## src/rtl/core/tdar_pkg.sv

```systemverilog
// ----------------------------------------------------------------------------
// tdar_pkg
// Shared types, constants and command/status bundles of the table driven
// automaton recognizer.
// ----------------------------------------------------------------------------
package tdar_pkg;

    localparam int STATE_COUNT      = 16;
    localparam int POSITION_BITS    = 16;

    localparam int STATE_FIELD_BITS = 4;
    localparam int LETTER_BITS      = 8;
    localparam int OUT_POS_BITS     = 16;
    localparam int LETTER_COUNT     = 1 << LETTER_BITS;
    localparam int STORE_DEPTH      = STATE_COUNT * LETTER_COUNT;
    localparam int ADDR_BITS        = $clog2(STORE_DEPTH);
    localparam int ENTRY_BITS       = 2 + STATE_FIELD_BITS;

    localparam int S_TDATA_BITS     = 24;
    localparam int M_TDATA_BITS     = 16;

    localparam logic [POSITION_BITS-1:0] POS_LIMIT =
        (POSITION_BITS >= 16) ? POSITION_BITS'(65535) : {POSITION_BITS{1'b1}};

    typedef enum logic [1:0] {
        KIND_WRITE  = 2'd0,
        KIND_SYMBOL = 2'd1,
        KIND_EMPTY  = 2'd2
    } kind_t;

    typedef enum logic [1:0] {
        VERDICT_ACCEPT = 2'd0,
        VERDICT_REJECT = 2'd1,
        VERDICT_REFUSE = 2'd2
    } verdict_t;

    typedef enum logic [1:0] {
        ST_CLEAR,
        ST_IDLE,
        ST_EVAL
    } state_t;

    typedef struct packed {
        logic                        valid;
        logic                        is_final;
        logic [STATE_FIELD_BITS-1:0] target;
    } entry_t;

    // Controller to datapath.
    typedef struct packed {
        logic clear_step;
        logic load;
        logic commit;
    } cmd_t;

    // Datapath to controller.
    typedef struct packed {
        logic clear_last;
        logic needs_result;
        logic out_blocked;
    } status_t;

    function automatic logic [POSITION_BITS-1:0] sat_inc(input logic [POSITION_BITS-1:0] p);
        sat_inc = (p >= POS_LIMIT) ? POS_LIMIT : p + 1'b1;
    endfunction

endpackage

```

## src/rtl/core/tdar_ctrl.sv

```systemverilog
// ----------------------------------------------------------------------------
// tdar_ctrl
// Sequencer: clearing pass after reset, item intake and table evaluation.
// ----------------------------------------------------------------------------
module tdar_ctrl (
    input  logic                aclk,
    input  logic                aresetn,
    input  logic                s_tvalid,
    input  logic [1:0]          s_tuser,
    output logic                s_tready,
    input  tdar_pkg::status_t   status,
    output tdar_pkg::cmd_t      cmd
);
    import tdar_pkg::*;

    state_t state_reg, state_next;
    logic   kind_known;

    always_comb begin
        unique case (kind_t'(s_tuser))
            KIND_WRITE, KIND_SYMBOL, KIND_EMPTY: kind_known = 1'b1;
            default:                             kind_known = 1'b0;
        endcase
    end

    always_comb begin
        state_next = state_reg;
        unique case (state_reg)
            ST_CLEAR: begin
                if (status.clear_last) begin
                    state_next = ST_IDLE;
                end
            end
            ST_IDLE: begin
                if (s_tvalid && kind_known) begin
                    state_next = ST_EVAL;
                end
            end
            ST_EVAL: begin
                // A result waits here until the output register has room.
                if (!(status.needs_result && status.out_blocked)) begin
                    state_next = ST_IDLE;
                end
            end
            default: state_next = ST_CLEAR;
        endcase
    end

    always_comb begin
        cmd        = '0;
        s_tready   = 1'b0;
        unique case (state_reg)
            ST_CLEAR: cmd.clear_step = 1'b1;
            ST_IDLE: begin
                s_tready = 1'b1;
                cmd.load = s_tvalid && kind_known;
            end
            ST_EVAL: cmd.commit = !(status.needs_result && status.out_blocked);
            default: begin
            end
        endcase
    end

    always_ff @(posedge aclk) begin
        if (!aresetn) begin
            state_reg <= ST_CLEAR;
        end else begin
            state_reg <= state_next;
        end
    end

endmodule

```

## config.mk

```make
export PLATFORM = sky130hd
export DESIGN_NAME = tdar_ctrl
export DESIGN_NICKNAME = d
export VERILOG_FILES = /design/src/rtl/core/tdar_pkg.sv /design/src/rtl/core/tdar_ctrl.sv
export SDC_FILE = /design/constraint.sdc
export NUM_CORES = 1
export LEC_CHECK = 0
export BUFFER_PORTS_ARGS = -buffer_cell sky130_fd_sc_hd__buf_2
export CAP_MARGIN = 15
export CORE_AREA = 5 5 42 44
export CTS_CLUSTER_SIZE = 16
export DETAILED_ROUTE_END_ITERATION = 10
export DIE_AREA = 0 0 47 49
export PLACE_DENSITY_LB_ADDON = 0.15
export RECOVER_POWER = 100
export SYNTH_ARGS = -nofsm -noshare
export SYNTH_HDL_FRONTEND = slang
export SYNTH_SLANG_ARGS = --single-unit
```

## constraint.sdc

```tcl
create_clock -name aclk -period 1.1 [get_ports aclk]
set_input_delay 0.055 -clock aclk [delete_from_list [all_inputs] [get_ports aclk]]
set_output_delay 0.055 -clock aclk [all_outputs]
set_load 0.01 [all_outputs]
```

Yosys cells after proc, flatten, opt, wreduce, memory -nomap -nowiden
Cells that the tools add are included.
- register bits: 2
- logic and storage cells: 24
- equal/unequal tests: 7
- mux-type cells: 9
- reductions and logical operators: 7
- operators with widths (cell ; number):
    2-bit two-way mux ; 3
    2-bit != test (second input constant) ; 3
    2-bit one-hot mux with 3 select lines ; 1
    1-bit two-way mux ; 5
    2-bit by 1-bit equality test with 1-bit output (second input constant) ; 2
    2-bit equality test (second input constant) ; 2
    2-bit logical NOT ; 2
    3-bit AND reduction ; 1
    3-bit OR reduction ; 1
    1-bit logical AND ; 2
    1-bit logical NOT ; 1

Logic depth before layout (Yosys ltp)
Gate-level depths: netlist of the first run.
- depth in word-level cells: 6
- mapped depth: 2
- depth with buffers taken out: 2

Worst setup path before layout of the first run
OpenSTA, ideal clock, no wires.
- path type: register -> register
- from: reg state_reg[0]
- to: reg state_reg[1]
- library setup time: 0.117 ns
- data required time: 0.983 ns
- path slack: 0.254 ns
- arrival: 0.729 ns
- cell stages (with the launch flop): 3
- clock period less this slack: 0.846 ns
- path through: dfxtp_1 > nor2b_2 > a32o_1
- word-level cells in the longest chain between the ends: 3
- RTL lines (what ; line ; text):
    start, declared ; tdar_ctrl.sv:16 ; state_t state_reg, state_next;
    start signal, assigned ; tdar_ctrl.sv:68 ; state_reg <= state_next;
    2-bit equality test (tied with other cells) ; tdar_ctrl.sv:28 ; unique case (state_reg)
    2-bit != test (no line) ; -- ;
    3-bit AND reduction (no line) ; -- ;
Several ways; a longest one is shown, not always the timed one.
A chain may end at the register's enable or synchronous reset.

==> impl_metrics.env, run 1 <==
export IMPL_root_buffer="clkbuf_4"
export IMPL_vias_per_cell=3.69
export IMPL_wire_per_inst_um=9.91
export IMPL_path_delay_family="flip-flops"
export IMPL_fin_crit_sh_pct=95.2
export IMPL_busiest_layer="met2"
export IMPL_peakVddDrop_v=0.000184
export IMPL_worstSetupEndpointType="primary output"
export IMPL_grt_first_pass_wirelength_um=655
export IMPL_numCtsBuffers=3
export IMPL_io_pins=12
export IMPL_gp_congestion=0.766
export IMPL_num_vias=166
export IMPL_nets=39
export IMPL_htreeDepth=1
export IMPL_syn_avg_cell_area_um2=8.93
export IMPL_detail_route_antenna_nets=0
export IMPL_cap_violations=0
export IMPL_firstDrtPassIters=3
export IMPL_totalWireLength_um=446
export IMPL_crit_chain="nor2b_4 > and2_1 > buf_2"
export IMPL_grt_setup_unrepaired="no"
export IMPL_rows=14
export IMPL_p_per_area_mw_per_mm2=1340
export IMPL_die_y_um=49
export IMPL_combPwrFrac_pct=20.3
export IMPL_finalPower_w=0.000309
export IMPL_final_hold_violation_count=0
export IMPL_dp_hpwl_um=366
export IMPL_finalCriticalPeriod_ns=1.05
export IMPL_fmax_ghz=0.955
export IMPL_met2_usage_pct=6.56
export IMPL_syn2layout_area_growth_pct=72.0
export IMPL_yosys_register_bits=2
export IMPL_min_path_type="input port to register"
export IMPL_drive_gt1_share_pct=55.2
export IMPL_worstPathMaxFanout=6
export IMPL_grt_ovfl_total=0
export IMPL_tightest_slew_ns=0.220
export IMPL_grt_util_met1_pct=3.06
export IMPL_maxSlewViolCount=0
export IMPL_final_cell_mix="buf_2, clkbuf_4, nor2_1, dfxtp_2"
export IMPL_swShare_pct=24.1
export IMPL_clk_latency_ns=0.22
export IMPL_path_clk_slew_ns=0.03
export IMPL_met3_usage_pct=4.80
export IMPL_p_switching_w=0.0000744
export IMPL_path_class="register to primary output"
export IMPL_yosysSeqAreaShare_pct=29.9
export IMPL_synth_cell_types=13
export IMPL_cpPeakStageDelay_ns=0.36
export IMPL_critPathBufInv=1
export IMPL_postSynthCellCount=15
export IMPL_power_frac_seq_pct=28.9
export IMPL_p_int_w=0.000234
export IMPL_start_util_pct=9.55
export IMPL_required_ns=1.04
export IMPL_antenna_found_initial=0
export IMPL_syn_area_um2=134
export IMPL_cp_start_kind="register"
export IMPL_cts_path_max_buffers=2
export IMPL_ys_warnings_count=0
export IMPL_status="complete, no violations"
export IMPL_power_share_clock_pct=50.9
export IMPL_diodes=0
export IMPL_die_x_um=47
export IMPL_die_area_mm2=0.00230
export IMPL_port_buffers=11
export IMPL_grt_max_degree=7
export IMPL_largest_reg_flops=2
export IMPL_maxSlewHeadroom_pct=85.3
export IMPL_hold_ws_ns=0.130
export IMPL_crit_path_top_delay_cell="dfxtp_2"
export IMPL_syn_nets=23
export IMPL_coreArea_mm2=0.00140
export IMPL_cts_tree="yes"
export IMPL_cts_sinks=2
export IMPL_fin_worst_skew_ns=0.00128
export IMPL_final_common_cell="buf_2"
export IMPL_first_iter_violations=3
export IMPL_power_leakage_nw=0.108
export IMPL_cts_hold_buf=0
export IMPL_first_global_vias=163
export IMPL_finalSetupTns_ns=0
export IMPL_setup_violations=0
export IMPL_gr_usage_all_layers_pct=4.57
export IMPL_cp_data_arrival_time_ns=0.99
export IMPL_drc=0
-- final cells by class --
type / instances / area, µm²
fill: 177 / 1170
multi-input combinational: 12 / 87.6
timing repair buffer: 11 / 53.8
sequential: 2 / 42.5
clock buffer: 3 / 22.5
tap: 16 / 20.0
inverter: 1 / 3.75
-- synthesized netlist by cell type --
library cell	instances	share of area, %
dfxtp_1	2	30
nor2_1	2	5.6
a211oi_1	1	5.6
a21boi_1	1	5.6
a32o_1	1	7.5
and2_1	1	4.7
and3_1	1	4.7
inv_1	1	2.8
nand2b_1	1	4.7
nand3b_1	1	5.6
nor2b_1	1	4.7
nor2b_2	1	6.5
o32ai_2	1	12
-- cells by family after synthesis --
| family | Yosys count | synth area share [%] |
|---|---|---|
| compound gates | 4 | 30.8 |
| simple gates | 8 | 36.5 |
| buf+inv | 1 | 2.80 |
| flops | 2 | 29.9 |
-- path summary, 6_finish.rpt --
path | startpoint | to | slack [ns] | cells past startpoint
worst max-delay path | state_reg[0] | cmd[1] | 0.05 | 3
worst min-delay path | aresetn | state_reg[1] | 0.13 | 2
worst max register to register | state_reg[1] | state_reg[0] | 0.22 | 2
worst min register to register | state_reg[0] | state_reg[0] | 0.56 | 2
-- repair_timing --
action / 4_1_cts / 5_1_grt
endpoints found under the setup margin: 1 / 0
buffers inserted: 0 / 0
resized for setup: 3 / 0
-- per-stage QoR --
| step | setup WS [ns] | util, % | instance area [µm²] | cells |
|---|---|---|---|---|
| 2_1_floorplan | 0.254 | - | 134 | 15 |
| 3_3_place_gp | 0.193 | 14.9 | 209 | 42 |
| 3_5_place_dp | 0.174 | 14.9 | 209 | 42 |
| 4_1_cts | 0.0355 | 17.1 | 239 | 45 |
| 5_1_grt | 0.00478 | 16.4 | 230 | 45 |
| 6_report | 0.0528 | 16.4 | 230 | 45 |
-- metal layers --
layer | wire, µm | vias up
li1 | - | 84
met1 | 136 | 75
met2 | 237 | 7
met3 | 71 | 0
met4 | 0 | 0
met5 | 0 | -
-- power groups by stage --
| stage | Clock [W] | Sequential [W] | Combinational, W |
|---|---|---|---|
| after floorplan | 0 | 0.0000857 | 0.0000357 |
| after global placement | 0 | 0.0000874 | 0.0000661 |
| after detailed placement | 0 | 0.0000881 | 0.0000656 |
| after CTS | 0.000168 | 0.0000893 | 0.0000690 |
| after global routing | 0.000174 | 0.0000902 | 0.0000690 |
| final | 0.000157 | 0.0000891 | 0.0000626 |
No activity file was read; power rests on OpenSTA's default activity.
==> run 2: changes to the inputs <==
- clock period: 1.1 -> 1.27 ns (I/O delays scaled with it)
==> run 2 against run 1 <==
Effect of this change:
- clock power is 9% lower
- power is 14% lower
- first-iteration DRC count is 67% higher
- via count is 6.0% lower
- global-route usage is 0.073 points lower
- routed wire length is 4.5% lower
- largest power group unchanged
==> impl_metrics.env, run 2 (synthesized netlist as in run 1, its figures left out) <==
export IMPL_first_global_vias=158
export IMPL_gp_congestion=0.736
export IMPL_cts_resized=0
export IMPL_cp_start_kind="register"
export IMPL_detail_route_antenna_nets=0
export IMPL_status="complete, no violations"
export IMPL_cap_violations=0
export IMPL_num_vias=156
export IMPL_reg2reg_depth=2
export IMPL_path_delay_family="flip-flops"
export IMPL_wire_per_inst_um=9.47
export IMPL_path_clk_slew_ns=0.03
export IMPL_grt_max_degree=7
export IMPL_cp_data_arrival_time_ns=1.07
export IMPL_die_y_um=49
export IMPL_die_area_mm2=0.00230
export IMPL_fmax_ghz=0.882
export IMPL_finalCriticalPeriod_ns=1.13
export IMPL_seqCellArea_um2=40.0
export IMPL_first_iter_violations=5
export IMPL_final_common_cell="buf_2"
export IMPL_root_buffer="clkbuf_4"
export IMPL_fin_worst_skew_ns=0.00186
export IMPL_nets=39
export IMPL_final_hold_violation_count=0
export IMPL_maxSlewHeadroom_pct=84.6
export IMPL_power_leakage_nw=0.0970
export IMPL_post_cts_setup_buffer_count=0
export IMPL_swShare_pct=25.7
export IMPL_p_switching_w=0.0000685
export IMPL_vias_per_cell=3.47
export IMPL_worstSetupEndpointType="primary output"
export IMPL_p_per_area_mw_per_mm2=1210
export IMPL_cpPeakStageDelay_ns=0.39
export IMPL_power_share_clock_pct=53.5
export IMPL_worstPathMaxFanout=6
export IMPL_reg2reg_slack_ns=0.40
export IMPL_final_cell_mix="buf_2, clkbuf_4, clkbuf_1"
export IMPL_critPathBufInv=1
export IMPL_regToRegEndpoint="state_reg[0]"
export IMPL_drc=0
export IMPL_finalSetupTns_ns=0
export IMPL_post_place_cells=42
export IMPL_io_pins=12
export IMPL_port_buffers=11
export IMPL_min_from="aresetn"
export IMPL_tightest_slew_ns=0.230
export IMPL_peakVddDrop_v=0.000415
export IMPL_grt_first_pass_wirelength_um=662
export IMPL_whs_endpoint="state_reg[1]"
export IMPL_cts_path_max_buffers=2
export IMPL_hold_depth=2
export IMPL_path_class="register to primary output"
export IMPL_grt_setup_unrepaired="no"
export IMPL_drive_gt1_share_pct=41.4
export IMPL_gr_usage_all_layers_pct=4.50
export IMPL_power_frac_seq_pct=28.1
export IMPL_crit_path_top_delay_cell="dfxtp_1"
export IMPL_clk_latency_ns=0.22
export IMPL_cts_sinks=2
export IMPL_combPwrFrac_pct=18.4
export IMPL_fillers=169
export IMPL_die_x_um=47
export IMPL_cts_hold_buf=0
export IMPL_fin_cells=45
export IMPL_maxSlewViolCount=0
export IMPL_min_path_type="input port to register"
export IMPL_largest_reg_flops=2
export IMPL_antenna_found_initial=0
export IMPL_grt_ovfl_total=0
export IMPL_totalWireLength_um=426
export IMPL_cts_tree="yes"
export IMPL_start_util_pct=9.55
export IMPL_p_int_w=0.000198
export IMPL_r2r_start="state_reg[1]"
export IMPL_multi_input_area_um2=82.6
export IMPL_startpoint="state_reg[0]"
export IMPL_rows=14
export IMPL_numCtsBuffers=3
export IMPL_fin_crit_sh_pct=89.3
export IMPL_htreeDepth=1
export IMPL_syn2layout_area_growth_pct=64.5
export IMPL_diodes=0
export IMPL_setup_violations=0
export IMPL_coreArea_mm2=0.00140
export IMPL_firstDrtPassIters=4
export IMPL_crit_chain="nor2b_2 > and2_1 > clkbuf_2"
export IMPL_required_ns=1.21
-- run 2: cell count changes in the layout (fill, tap and decap cells not counted), sizes merged --
| cell | before | now |
|---|---|---|
| clkbuf | 5 | 7 |
| buf | 9 | 7 |
-- run 2: through the flow --
step | util [%] | hold WS, ns | power (W) | setup slack, ns | area (µm²)
CTS | 16.5 | 0.128 | 0.000283 | 0.131 | 231
global placement | 14.9 | 0.379 | 0.000132 | 0.362 | 209
finish | 15.7 | 0.130 | 0.000267 | 0.136 | 220
floorplan | - | 0.210 | 0.000105 | 0.424 | 134
detailed placement | 14.9 | 0.364 | 0.000131 | 0.387 | 209
global route | 15.7 | 0.140 | 0.000304 | 0.0109 | 220
-- run 2: per-layer routing --
layer	track usage [%]	up-vias	wire length, µm
met1	4.15	65	179
met3	6.64	0	73
li1	-	84	-
met5	0	-	0
met4	1.38	0	0
met2	5.43	7	173
-- run 2: worst max-delay path by stage --
stage                   endpoint  slack, ns  depth (start not counted)
global placement    state_reg[0]       0.36                          2
global route              cmd[1]       0.01                          3
floorplan           state_reg[1]       0.42                          2
detailed placement        cmd[1]       0.39                          3
CTS                       cmd[1]       0.13                          3
finish                    cmd[1]       0.14                          3
-- run 2: power groups by stage --
stage	sequential, W	combinational [W]	clock, W
floorplan	0.0000742	0.0000309	0
global placement	0.0000762	0.0000556	0
detailed placement	0.0000757	0.0000552	0
CTS	0.0000751	0.0000556	0.000152
global route	0.0000764	0.0000552	0.000173
finish	0.0000751	0.0000490	0.000143
-- run 2: layout make-up --
cell class / count / area share [%]
Multi-Input combinational cell: 12 / 37.5
Timing Repair Buffer: 11 / 23.3
Sequential cell: 2 / 18.2
Clock buffer: 3 / 10.2
Tap cell: 16 / 9.09
Inverter: 1 / 1.70
